## src/hdl/qti_ram.sv

```systemverilog
// Generic single-write, single-read synchronous RAM with registered read.
// No dependencies.
module qti_ram #(
  parameter int W = 32,
  parameter int D = 16
) (
  input  logic                 clk,
  input  logic                 we,
  input  logic [$clog2(D)-1:0] waddr,
  input  logic [W-1:0]         wdata,
  input  logic                 re,
  input  logic [$clog2(D)-1:0] raddr,
  output logic [W-1:0]         rdata
);

  logic [W-1:0] mem [D];

  always_ff @(posedge clk) begin
    if (we) begin
      mem[waddr] <= wdata;
    end
    if (re) begin
      rdata <= mem[raddr];
    end
  end

endmodule

```

## config.mk

```make
export PLATFORM = sky130hd
export DESIGN_NAME = qti_ram
export DESIGN_NICKNAME = d
export VERILOG_FILES = /design/src/hdl/qti_ram.sv
export SDC_FILE = /design/constraint.sdc
export NUM_CORES = 1
export LEC_CHECK = 0
export BUFFER_PORTS_ARGS = -buffer_cell sky130_fd_sc_hd__buf_2
export CAP_MARGIN = 30
export CORE_ASPECT_RATIO = 1.2
export CORE_MARGIN = 3
export CORE_UTILIZATION = 40
export DETAILED_ROUTE_END_ITERATION = 10
export GPL_ROUTABILITY_DRIVEN = 1
export PLACE_DENSITY = 0.57
export SLEW_MARGIN = 20
export SYNTH_ARGS = -nofsm -noshare
export SYNTH_HDL_FRONTEND = slang
export SYNTH_SLANG_ARGS = --single-unit
```

## constraint.sdc

```tcl
create_clock -name clk -period 4.05 [get_ports clk]
set_clock_uncertainty 0.1 [all_clocks]
set_input_delay 0.6075 -clock clk [delete_from_list [all_inputs] [get_ports clk]]
set_output_delay 0.6075 -clock clk [all_outputs]
set_load 0.01 [all_outputs]
```

# ---- Yosys cells after proc, flatten, opt, wreduce, memory -nomap -nowiden
# Memory sizes are Yosys's and may differ from the RTL's. A register that Yosys moved wholly into a read port is not among the register bits.
# Cells that the tools add are included.
dict set report op_classes {
  muxes 2
}
# operator count
set ops {}
lappend ops {{$mux W1} 2}
dict set report word_totals {
  register_bits 0
  ramBits 512
  input_bits 43
  output_inout_bits 32
  elab_cells 3
  n_memories 1
}
# name depth word_bits rd rd_ports_with_merged_regs write_ports line
set mem_list {}
lappend mem_list {mem 16 32 1 1 1 16} ;# logic [W-1:0] mem [D];

# ---- Depth between registers and ports, before layout
dict set report depth {
  word_depth 2
  ltp_mapped 5
  depth_no_buf 3
}

# ---- Worst setup path before layout
# Ideal clock, no wire load.
dict set report synth_timing {
  kind {input to register}
  startpoint {in waddr[2]}
  endpoint {mem mem[0][0] (enable)}
  setup_time_ps 461
  t_arrival_ps 3326
  required_time_ps 3489
  path_slack_ps 163
  path_stages 2
  path_buffers 0
  path_cell_list {or3b_2 nor3_1}
}
# item line
set synth_lines {}
lappend synth_lines {{start, declared} 9} ;# input logic [$clog2(D)-1:0] waddr,
lappend synth_lines {{end, declared} 16}
# No word-level cell before the write port.

==> impl_metrics.env <==
export IMPL_drive_above_1_share_pct=32.1
export IMPL_synth_warnings=0
export IMPL_drcViolationCount=0
export IMPL_clk_latency_ns=0.57
export IMPL_clkSinkCount=544
export IMPL_cp_required_ns=4.25
export IMPL_dp_hpwl_um=21600
export IMPL_synth_top_area_share_pct=81.0
export IMPL_synth_flop_cell="edfxtp_1"
export IMPL_critical_path_class="input port to register"
export IMPL_slew_headroom_pct=46.7
export IMPL_via_count=9011
export IMPL_n_antenna_cell=0
export IMPL_path_max_fanout=40
export IMPL_io_pin_count=75
export IMPL_avgSynthCellArea_um2=24.1
export IMPL_ff2ff_path_depth=3
export IMPL_crit_chain="clkbuf_8 > buf_12 > mux4_2 > a22oi_1 > nand2_1"
export IMPL_ant_nets=0
export IMPL_numCtsBuffers=50
export IMPL_io_buffers=74
export IMPL_cp_top_family="buffers and inverters"
export IMPL_syn_inst=838
export IMPL_period_share_pct=52.7
export IMPL_htree_levels=2
export IMPL_whs_ns=0.316
export IMPL_cp_start_kind="input port"
export IMPL_clk_path_buf_depth=3
export IMPL_syn_to_final_growth_pct=14.4
export IMPL_ys_seq_elements=544
export IMPL_cts_tree="done"
export IMPL_r2r_end="rdata[27]"
export IMPL_rsz0062_at_grt="no"
export IMPL_path_clk_slew_ns=0.06
export IMPL_drt_total_wl_um=43000
export IMPL_outcome="complete, no violations"
export IMPL_synth_async_reset_ratio_pct=0
export IMPL_placed_area_mm2=0.0216
export IMPL_leakagePower_nw=7.30
export IMPL_num_rows=89
export IMPL_routed_via_density=5.54
export IMPL_die_area_mm2=0.0532
export IMPL_die_h_um=252
export IMPL_netlist_top_cells_count="edfxtp_1, mux4_2, a22oi_1"
export IMPL_hold_path_depth=1
export IMPL_p_per_area_mw_per_mm2=488
export IMPL_chipWidth_um=211
export IMPL_reg2reg_slack_ns=2.52
export IMPL_fillers=4006
export IMPL_drv_slew=0
export IMPL_setup_tns_ns=0
export IMPL_gp_congestion=0.689
export IMPL_synth_cell_area_mm2=0.0202
export IMPL_first_pass_iters=5
export IMPL_antenna_found_initial=3
export IMPL_ys_types=17
export IMPL_grt_pass1_wl_um=63100
export IMPL_core_area_mm2=0.0496
export IMPL_synth_seq_area_share_pct=81.0
export IMPL_fin_crit_ns=2.14
export IMPL_hold_end="mem[5][23]"
export IMPL_cp_arrival_ns=2.33
export IMPL_slowest_delay_ns=0.55
export IMPL_postCtsHoldBufs=0
export IMPL_report_power_total_mw=11.3
export IMPL_dp_cells=1538
export IMPL_final_cells=1626
export IMPL_yosys_top_cells_area="edfxtp_1, mux4_2, a22oi_1"
export IMPL_drtIter0Drc=757
export IMPL_worst_pin_slew_ns=0.797
export IMPL_synth_top_area_cell="edfxtp_1"
export IMPL_hp_class="input port to register"
export IMPL_cap_violations=0
export IMPL_post_cts_buffers=0
export IMPL_end_kind="register"
export IMPL_grt_start_max_net_pins=61
export IMPL_critPathSlowestCell="mux4_2"
export IMPL_crit_buf_inv=2
export IMPL_synth_edf_count=544
export IMPL_max_freq_mhz=468
export IMPL_nets=996
export IMPL_ir_drop_v=0.000278
export IMPL_final_setup_viol_count=0
export IMPL_grt_usage_pct=16.3
export IMPL_yosysMostFrequentCell="edfxtp_1"
export IMPL_r2r_start="mem[11][27]"
export IMPL_synth_nets=881
export IMPL_stdcell_area_mm2=0.0231
export IMPL_hp_start="wdata[23]"
export IMPL_start_util_pct=40.7
export IMPL_grt_ovfl_total=0
export IMPL_cts_root_buf="clkbuf_16"
export IMPL_finalHoldViolCount=0
export IMPL_routedWlPerCell_um=26.5
export IMPL_cts_resized=0
export IMPL_grt_pass1_vias=9422
## cells by family (layout without fill, tap and decap cells)
logic type | Yosys count | count (layout) | synth area share, %
AO/OA/AOI/OAI | 64 | 64 | 2.38
buffers and inverters | 43 | 194 | 1.10
flip-flops | 544 | 544 | 81.0
multiplexers | 128 | 128 | 14.3
AND/OR/NAND/NOR | 59 | 59 | 1.25
## metrics by stage
| stage | setup WS (ns) | util [%] |
|---|---|---|
| 2_1_floorplan | 0.163 | - |
| 3_3_place_gp | 1.33 | 43.5 |
| 3_5_place_dp | 1.32 | 43.6 |
| 4_1_cts | 1.89 | 46.6 |
| 5_1_grt | 1.79 | 46.6 |
| 6_report | 1.91 | 46.6 |
## report_power, final
part / internal [mW] / switching [mW] / total, mW
logic: 0.225 / 0.327 / 0.553
registers: 6.34 / 0.0346 / 6.38
clock network: 2.42 / 1.92 / 4.34
## cells in the final DEF, fill, tap and decap left out
master / instances
clkinv_2: 7
nor3_2: 4
buf_4: 26
clkbuf_16: 51
nand3_1: 1
nand3b_1: 2
nor2b_4: 2
clkbuf_8: 1
buf_16: 1
nand2b_1: 2
clkinv_1: 13
buf_2: 72
and2_2: 1
bufinv_16: 2
or3b_2: 1
buf_12: 6
inv_6: 1
nand2_1: 33
a22oi_1: 64
clkbuf_1: 13
mux4_2: 128
edfxtp_1: 544
nor2_4: 13
clkinv_4: 1
## how the worst max path moves through the flow
stage                         from        end  slack, ns  cells after the start
after floorplan           waddr[2]  mem[0][0]       0.16                      2
after global placement    raddr[0]  rdata[12]       1.33                      5
after detailed placement  raddr[0]  rdata[12]       1.32                      5
after CTS                 raddr[0]  rdata[12]       1.89                      5
after global routing      raddr[0]  rdata[12]       1.79                      5
final                     raddr[0]  rdata[12]       1.91                      5
## state kept, by name, indices dropped and copies added, names as in the netlist
| register | flops |
|---|---|
| rdata | 32 |
| mem | 512 |
## metal layers
layer	wire length, um	vias to the layer above	global-route usage, %	share of wire [%]
met2	20400	240	25.9	48
met1	19500	4867	23.8	45
met4	773	6	4.00	1.8
met3	2210	60	2.93	5.1
li1	-	3838	-	-
met5	46	-	0	0.11
## layout make-up
type | count | area, um2 | share of cell area (%)
multi-input cells | 251 | 3750 | 16.2
flip-flops and latches | 544 | 16300 | 70.8
clock buffers | 64 | 1330 | 5.74
repair buffers | 106 | 717 | 3.11
well taps | 637 | 797 | 3.45
clock inverters | 24 | 161 | 0.699
Power figures use the tool's default switching activity.
