**config.mk**
```make
export PLATFORM = sky130hd
export DESIGN_NAME = qti_div
export DESIGN_NICKNAME = d
export VERILOG_FILES = /design/src/hdl/qti_pkg.sv /design/src/hdl/qti_div.sv
export SDC_FILE = /design/constraint.sdc
export NUM_CORES = 1
export LEC_CHECK = 0
export BUFFER_PORTS_ARGS = -buffer_cell sky130_fd_sc_hd__buf_4
export CORE_AREA = 2 2 249 251
export CTS_CLUSTER_SIZE = 24
export DETAILED_ROUTE_END_ITERATION = 7
export DIE_AREA = 0 0 251 253
export PLACE_DENSITY_LB_ADDON = 0.2
export SKIP_CTS_REPAIR_TIMING = 1
export SYNTH_ARGS = -nofsm -noshare
export SYNTH_HDL_FRONTEND = slang
export SYNTH_SLANG_ARGS = --single-unit
```
**constraint.sdc**
```tcl
create_clock -name clk -period 15.2 [get_ports clk]
set_clock_uncertainty 0.1 [all_clocks]
set_input_delay 3.04 -clock clk [delete_from_list [all_inputs] [get_ports clk]]
set_output_delay 3.04 -clock clk [all_outputs]
set_load 0.01 [all_outputs]
```
**src/hdl/qti_pkg.sv**
```systemverilog
// Shared types and constants of the quadrilinear table interpolator.
// Used by the divider and the top level; no dependencies.
package qti_pkg;

  // default table geometry
  localparam int ENERGY_BINS_DEF        = 8;
  localparam int FIRST_AXIS_POINTS_DEF  = 16;
  localparam int SECOND_AXIS_POINTS_DEF = 16;
  localparam int POLAR_POINTS_DEF       = 8;
  localparam int AZIMUTH_POINTS_DEF     = 8;

  // datapath widths
  localparam int WORD_W = 32;
  localparam int TERM_WORDS = 5;               // value times four distances
  localparam int TERM_W = TERM_WORDS * WORD_W;  // 160
  localparam int ACC_W = TERM_W + 4;            // sum of 16 terms
  localparam int DVS_W = 4 * WORD_W;            // product of four spacings

  // request kinds
  typedef enum logic [2:0] {
    REQ_LOAD_VAL   = 3'd0,
    REQ_LOAD_S12   = 3'd1,
    REQ_LOAD_S23   = 3'd2,
    REQ_LOAD_THETA = 3'd3,
    REQ_LOAD_ALPHA = 3'd4,
    REQ_BRACKET    = 3'd5,
    REQ_QUERY      = 3'd6
  } req_t;

  // sequencer states
  typedef enum logic [3:0] {
    ST_IDLE,
    ST_GRD,
    ST_SPC,
    ST_CHK,
    ST_DMUL,
    ST_DSTO,
    ST_CADR,
    ST_CRD,
    ST_CCAP,
    ST_CMUL,
    ST_CADD,
    ST_DIVS,
    ST_DIVW,
    ST_FIN
  } state_t;

endpackage

```
**src/hdl/qti_div.sv**
```systemverilog
// Bit-serial restoring divider with saturation to a 32-bit quotient.
// Depends on qti_pkg for widths.
module qti_div (
  input  logic                       clk,
  input  logic                       rst_n,
  input  logic                       start,
  input  logic [qti_pkg::ACC_W-1:0]  dividend,
  input  logic [qti_pkg::DVS_W-1:0]  divisor,
  output logic                       done,
  output logic [qti_pkg::WORD_W-1:0] quotient
);

  localparam int RW = qti_pkg::DVS_W + qti_pkg::WORD_W;  // 160

  logic                       busy_r;
  logic                       done_r;
  logic [4:0]                 cnt_r;
  logic [RW-1:0]              rem_r;
  logic [RW-1:0]              dsh_r;
  logic [qti_pkg::WORD_W-1:0] q_r;
  logic                       ovf;
  logic                       ge;

  // quotient would not fit in 32 bits
  assign ovf = dividend >= qti_pkg::ACC_W'({divisor, {qti_pkg::WORD_W{1'b0}}});
  assign ge  = rem_r >= dsh_r;

  // control
  always_ff @(posedge clk) begin
    if (!rst_n) begin
      busy_r <= 1'b0;
      done_r <= 1'b0;
    end else begin
      done_r <= 1'b0;
      if (start) begin
        busy_r <= !ovf;
        done_r <= ovf;
      end else if (busy_r && cnt_r == 5'd0) begin
        busy_r <= 1'b0;
        done_r <= 1'b1;
      end
    end
  end

  // one quotient bit per cycle
  always_ff @(posedge clk) begin
    if (start) begin
      rem_r <= dividend[RW-1:0];
      dsh_r <= {1'b0, divisor, {(qti_pkg::WORD_W-1){1'b0}}};
      cnt_r <= 5'd31;
      q_r   <= ovf ? {qti_pkg::WORD_W{1'b1}} : '0;
    end else if (busy_r) begin
      if (ge) begin
        rem_r    <= rem_r - dsh_r;
        q_r[cnt_r] <= 1'b1;
      end
      dsh_r <= dsh_r >> 1;
      cnt_r <= cnt_r - 5'd1;
    end
  end

  assign done     = done_r;
  assign quotient = q_r;

endmodule

```
**Word-level counts from Yosys, hierarchy flattened**

Cells that the tools add are included.

- Register bits: 358
- Latch bits: 0
- Memory bits (writable): 0
- Bits in read-only memories: 0
- Input port bits: 295
- Output and inout bits: 33
- Logic and storage cells: 37
- Memories: 0

- Add/subtract/negate cells: 2
- $mul: 0
- Divide/modulo/power cells: 0
- Magnitude comparators: 4
- Eq/ne operators: 0
- Shifts and indexed selects: 0
- Multiplexer cells: 15
- Bitwise gates (word level): 1
- Reductions and logical operators: 8

Operators by type and width:

| cell | count |
|---|---|
| 160-bit two-way mux | 3 |
| 159-bit two-way mux | 2 |
| 164-bit by 160-bit >= comparator with 1-bit output | 1 |
| 160-bit by 159-bit >= comparator with 1-bit output | 1 |
| 160-bit by 159-bit subtractor with 160-bit output | 1 |
| 32-bit two-way mux | 4 |
| 32-bit bitwise OR | 1 |
| 5-bit by 6-bit less-than comparator with 1-bit output (second input constant) | 1 |
| 2-bit nonzero test | 3 |
| 1-bit demux with 5-bit select | 1 |
| 5-bit by 1-bit >= comparator with 1-bit output (second input constant) | 1 |
| 5-bit logical NOT | 1 |
| 1-bit two-way mux | 5 |
| 5-bit by 1-bit subtractor with 5-bit output (second input constant) | 1 |
| 1-bit logical AND | 2 |
| 2-bit AND reduction | 1 |
| 1-bit logical NOT | 1 |

**Depth between registers and ports, before layout**

Gate-level depths: netlist of run 1.

- Depth after elaboration: 8
- Gate-level depth with buffers: 15
- Mapped depth without buffers: 15

**Worst setup path after synthesis of run 1**

No wires, ideal clock.

- Kind: in2reg
- Start: in start
- End: reg q_r, in the netlist quotient[0] (enable)
- Setup time: 563 ps
- Arrival time: 7828 ps
- Data required time: 14537 ps
- Setup slack: 6709 ps
- Stages on the path: 5
- Buffers on the path: 0
- Cell sequence: inv_1 > a2111oi_0 > o21ai_0 > a21oi_1 > or3_1

- Longest elaborated chain between the ends: 2
- Elaborated cells between the ends (all ways): 3
- Those cells by class: reduce/logical (3)

RTL lines:

| what | RTL line | text |
|---|---|---|
| from (decl) | qti_div.sv:6 | `input logic start,` |
| 2-bit nonzero test (no source line) | -- |  |
| 2-bit AND reduction (no source line) * | -- |  |
| to (signal assigned) | qti_div.sv:51 | `q_r <= ovf ? {qti_pkg::WORD_W{1'b1}} : '0;` |
| to (decl) | qti_div.sv:20 | `logic [qti_pkg::WORD_W-1:0] q_r;` |

Mark *: on every way between the ends. The rest lies on a longest branch, timed or not.
A chain may end at the register's enable or synchronous reset.

**Final worst setup path of run 1**

- Start: in dividend[99] (netlist bit)
- End: reg done_r (netlist: done)

- Longest elaborated chain between the ends: 2

RTL lines:

| what | RTL line | text |
|---|---|---|
| from (decl) | qti_div.sv:7 | `input logic [qti_pkg::ACC_W-1:0] dividend,` |
| 164-bit by 160-bit >= comparator with 1-bit output | qti_div.sv:25 | `assign ovf = dividend >= qti_pkg::ACC_W'({divisor, {qti_pkg::WORD_W{1'b0}}});` |
| 1-bit two-way mux | qti_div.sv:35 | `if (start) begin` |
| to (signal assigned) | qti_div.sv:37 | `done_r <= ovf;` |
| to (decl) | qti_div.sv:16 | `logic done_r;` |

Every way passes these cells.

==> run metrics, run 1 <==
outcome completed; critical path peak fanout 33; Worst setup startpoint dividend[99]; number of synthesized register bits 358; layout overhead on the synthesized area 14.2%; initial antenna violation count 5; PwrDens 109 mW/mm^2; Worst Path Arrival 7.55 ns; # H-tree levels 2; Worst setup SP type input pin; CTS tree built; final wirelength 97000 um; largest net degree at the start of global routing approximately 110; Tightest Hold Check Type flop to flop; most frequent cells in the layout nand2_1 (488), inv_1 (359), buf_4 (344); static leakage 14.4 nW; DR vias/cell roughly 6; Sum Neg Setup Slack 0 ns; Slew @ Worst Pin 1.18 ns; CP Capture Type flop; commonest non-fill, non-tap cell in the layout nand2_1; Antenna Nets Post-Route 0; clk buf depth 3; Initial Util 0.492; Yosys cell types between 80 and 90; Ys Warns 0; RSZ-0062 raised after global routing no; area of the core 0.0610 mm^2; first-pass GRT wire length 149000 um; Placer Congestion around 1; clock buffer count from CTS 42; Slew Limit Fails 0; Post-synth top flop edfxtp_1; Setup violations, final 0; Row Count 91; cells after synthesis about 3700; Initial DRC Count 2305; die height 253 um; layout cells sized above 1 0.117; WL per Instance slightly above 20 um; gr usage total 0.298; # IOs 328; r2r startpoint rem_r[0]; Post-Syn Area 0.0300 mm^2; clock sink total 358; Root Driver clkbuf_16; drt drc 0; VDD IR max 69.0 uV; Die Wd 251 um; dpl ws approximately 7.7 ns; crit path kind input pin to flop; Max-Cap Viols 0; first-pass detailed-route iteration total 5; clk slew on worst S/H paths 0.06 ns; Final min period 7.19 ns; nets 4434; Async S/R FF share, synth 0; Worst-Skew Late Latency 0.59 ns; Max Clk Rate around 140 MHz; syn_nets approximately 4200; Final Hold Fails 0; Seq/Total Area, Yosys 0.345; number of synthesized flops with an enable pin 320; die area about 0.064 mm^2; vias in the first global route 26700; Worst Hold Launch dsh_r[27]; DP HPWL between 70000 and 80000 um; WP data required about 16 ns; fin crit share 0.473; I/O Buffers 327; Final Power approximately 0.0038 W; Worst slew margin 0.209; via count 28000; worst setup margin 8.01 ns; global route overflow 0; Avg Inst Size Synth 8.22 um^2
-- worst max-delay path, stage by stage --
cell and delay (ns):
buf_4 0.12, ha_1 0.32, nand4_1 0.14, nor4_1 1.00, nand4_1 0.31, o21ai_0 0.28
a2111oi_0 0.13, o311a_1 0.29, o21ai_0 0.59, nand2_1 0.86, a211oi_1 0.46
-- final cells by class --
| class | instances | area, um^2 |
|---|---|---|
| Sequential cell | 358 | 10400 |
| Timing Repair Buffer | 345 | 2600 |
| Antenna cell | 1 | 2.50 |
| Fill cell | 5812 | 26700 |
| Multi-Input combinational cell | 2739 | 17600 |
| Clock buffer | 62 | 1270 |
| Clock inverter | 14 | 145 |
| Inverter | 361 | 1360 |
| Tap cell | 790 | 988 |
-- logic make-up after synthesis --
kind of cell    share of synthesized area
buf+inv                            0.0699
fa+ha+maj                           0.122
flops                               0.345
compound gates                      0.242
mux                                0.0129
simple gates                        0.167
xor+xnor                           0.0411
-- sequential cells by signal, summed over array words and instances, names as in the netlist --
name and cells:
busy_r 1, cnt_r 5, done 1, dsh_r 159
quotient 32, rem_r 160
-- synthesized netlist by cell type, types with 8 or more instances --
master | number | area share
ha_1 | 291 | 0.12
nand3_1 | 36 | 0.0060
o21ai_0 | 322 | 0.054
nor3b_1 | 8 | 0.0020
mux2i_1 | 33 | 0.011
a21o_1 | 122 | 0.030
nor4_1 | 33 | 0.0069
nor2_1 | 250 | 0.031
a31oi_1 | 15 | 0.0031
buf_2 | 8 | 0.0013
inv_1 | 361 | 0.045
o31ai_1 | 123 | 0.031
nand4_1 | 134 | 0.028
o221ai_1 | 8 | 0.0023
clkbuf_1 | 170 | 0.021
or3_1 | 14 | 0.0029
and3_1 | 14 | 0.0029
or4_1 | 8 | 0.0020
nor3_1 | 57 | 0.0095
nor2b_1 | 10 | 0.0021
dfxtp_1 | 38 | 0.025
o21ai_1 | 16 | 0.0027
a211oi_1 | 53 | 0.013
or2_2 | 13 | 0.0027
nand2_1 | 489 | 0.061
edfxtp_1 | 320 | 0.32
xnor2_1 | 88 | 0.026
xor2_1 | 53 | 0.015
a21oi_1 | 317 | 0.053
a21boi_0 | 11 | 0.0027
buf_1 | 16 | 0.0020
o211ai_1 | 20 | 0.0050
o21bai_1 | 47 | 0.012
o21a_1 | 24 | 0.0060
-- path summary, 6_finish.rpt --
| path | endpoint | slack [ns] | cells past startpoint |
|---|---|---|---|
| min | dsh_r[27] | 0.42 | 2 |
| max | done | 8.01 | 11 |
| max reg2reg | rem_r[44] | 9.47 | 16 |
| min reg2reg | dsh_r[27] | 0.42 | 2 |
-- per-stage QoR --
| stage | instance area, um^2 | hold slack, ns | instances | utilization |
|---|---|---|---|---|
| 2_1_floorplan | 30000 | 0.365 | 3653 | - |
| 3_3_place_gp | 32900 | 0.404 | 4593 | 0.539 |
| 3_5_place_dp | 32900 | 0.416 | 4593 | 0.539 |
| 4_1_cts | 34300 | 0.430 | 4669 | 0.562 |
| 5_1_grt | 34300 | 0.457 | 4669 | 0.562 |
| 6_report | 34300 | 0.425 | 4670 | 0.562 |
-- power breakdown --
part	leakage, nW	switching, W	internal, W
registers	3.46	0.0000318	0.00120
clock network	0.695	0.000433	0.000628
logic	10.2	0.000922	0.000537
-- per-layer routing --
layer / part of all wire / track usage / vias to the layer above
met5: 0.00069 / 0 / -
met4: 0.029 / 0.0910 / 10
met3: 0.086 / 0.0639 / 152
met2: 0.44 / 0.473 / 1034
met1: 0.44 / 0.407 / 13100
li1: - / - / 13600
No activity file was read; power rests on OpenSTA's default activity.
==> inputs of run 2 (changes only) <==
==> constraint.sdc (replaced) <==
create_clock -name clk -period 7.2 [get_ports clk]
set_clock_uncertainty 0.1 [all_clocks]
set_input_delay 1.44 -clock clk [delete_from_list [all_inputs] [get_ports clk]]
set_output_delay 1.44 -clock clk [all_outputs]
set_load 0.01 [all_outputs]
==> run metrics, run 2 (synthesis results as in run 1) <==
outcome completed; grt peak-use layer met2; GR Layer Usage met2 0.467 (-0.00578); Worst R2R End quotient[17]; I/O Buffers 327 (unchanged); # H-tree levels 2 (unchanged); clk buf depth 3 (unchanged); most frequent cells in the layout nand2_1 (488), inv_1 (359), buf_4 (344); footprint of the multi-input gates 0.0176 mm^2 (about the same); Max Clk Rate 196 MHz; first-pass GRT wire length 150000 um (+0.76%); max FFs per register 160 (unchanged); DP HPWL 76300 um (about the same); Setup violations, final 0 (unchanged); # IOs 328 (unchanged); layout overhead on the synthesized area 14.1%; r2r startpoint rem_r[0]; DR vias/cell 6.00 (+0.20%); die height 253 um (unchanged); Slew Limit Fails 0 (unchanged); Sum Neg Setup Slack 0 ns (unchanged); gr usage total 0.298 (+0.000349); CP Capture Type flop; Worst setup startpoint rem_r[0]; WL per Instance 20.8 um (+0.19%); PwrDens 229 mW/mm^2 (+110%); met3 Track Usage GR 0.0411 (-0.0228); crit path kind flop to flop; Worst Path Arrival 5.20 ns (-2.35 ns); Reg with most FFs rem_r; worst reg2reg path depth 16 (unchanged); RSZ-0062 raised after global routing no; flip-flop and latch area 0.0104 mm^2 (unchanged); fin crit share 0.709; clk slew on worst S/H paths 0.05 ns (about the same); Final Hold Fails 0 (unchanged); Antenna Nets Post-Route 0 (unchanged); Slew @ Worst Pin 1.14 ns (-0.0348 ns); via count 28100 (+0.26%); Worst setup SP type flop; clock sink total 358 (unchanged); first-pass detailed-route iteration total 5 (unchanged); CTS tree built; Worst R2R Setup Slack 2.10 ns (-7.37 ns); VDD IR max 177 uV (+160%); commonest non-fill, non-tap cell in the layout nand2_1; Initial Util 0.492 (unchanged); initial antenna violation count 2 (-3); Placer Congestion 0.983 (-1.9%); area of the core 0.0610 mm^2 (unchanged); nets 4438 (+0.090%); largest net degree at the start of global routing 106 (-1.9%); Die Wd 251 um (unchanged); Row Count 91 (unchanged); Root Driver clkbuf_16; GR Util met1 0.429 (+0.0217); Worst slew margin 0.229 (+0.0205); drt drc 0 (unchanged); static leakage 14.4 nW (about the same); Filler Cells Inserted 5693 (-2.0%); Final Power 0.00786 W (+110%); WP data required 7.30 ns (-8.26 ns); vias in the first global route 26600 (-0.20%); Max-Cap Viols 0 (unchanged); critical path peak fanout 45 (+36%); Final min period 5.10 ns; n_diodes 0 (-1); Initial DRC Count 2429 (+5.4%); global route overflow 0 (unchanged); final wirelength 97200 um (+0.25%); layout cells sized above 1 0.118 (+0.000394); Tightest Hold Check Type flop to flop; Worst-Skew Late Latency 0.59 ns (about the same); Worst Setup EP quotient[17]; clock buffer count from CTS 44 (+4.8%); die area 0.0635 mm^2 (unchanged)
run 2: worst min path at each step:
stage / startpoint / endpoint / slack, ns / cells after the start
after CTS: dsh_r[3] / dsh_r[3] / 0.43 / 2
after global placement: dsh_r[0] / dsh_r[0] / 0.38 / 2
after floorplan: dsh_r[0] / dsh_r[0] / 0.36 / 2
after detailed placement: dsh_r[11] / dsh_r[11] / 0.42 / 2
final: dsh_r[22] / dsh_r[22] / 0.42 / 2
after global routing: dsh_r[3] / dsh_r[3] / 0.45 / 2
run 2: per-stage QoR:
step            util  hold slack, ns  worst slack, ns  cell area [um^2]  cells
6_report       0.562           0.422             2.10             34300   4673
3_3_place_gp   0.539           0.382             1.21             32900   4594
4_1_cts        0.562           0.430             2.03             34300   4673
2_1_floorplan      -           0.365             1.43             30000   3653
3_5_place_dp   0.539           0.416             1.47             32900   4595
5_1_grt        0.562           0.451             1.77             34300   4673
run 2: layout make-up:
cell class	count	area share
sequential	358	0.303
multi-input combinational	2739	0.513
clock buffer	63	0.0357
inverter	361	0.0396
tap	790	0.0288
timing repair buffer	347	0.0765
clock inverter	15	0.00376
run 2: where the power goes:
part / internal [W] / switching (W) / leakage [nW]
registers: 0.00254 / 0.0000673 / 3.46
logic: 0.00114 / 0.00195 / 10.2
clock network: 0.00125 / 0.000923 / 0.665
total: 0.00492 / 0.00294 / 14.4
run 2: per-layer routing:
metal  part of all wire  vias to the layer above  wire length, um
li1                   -                    13700                -
met1               0.46                    13300            44700
met2               0.44                      965            42600
met3              0.074                      150             7200
met4              0.028                        4             2720
met5            0.00030                        -               29
run 2: worst max-delay path: stages, from the launching register on:
cell      delay [ns]
edfxtp_1        0.32
inv_1           0.04
ha_1            0.19
inv_1           0.06
fa_1            0.23
a211oi_1        0.09
o21ai_1         0.25
a31o_2          0.24
a21o_1          0.20
a41oi_2         0.28
nor3_1          0.47
o21ai_1         0.17
a21oi_2         0.47
a21boi_1        0.19
a21oi_1         0.16
or3_4           0.57
buf_4           0.64
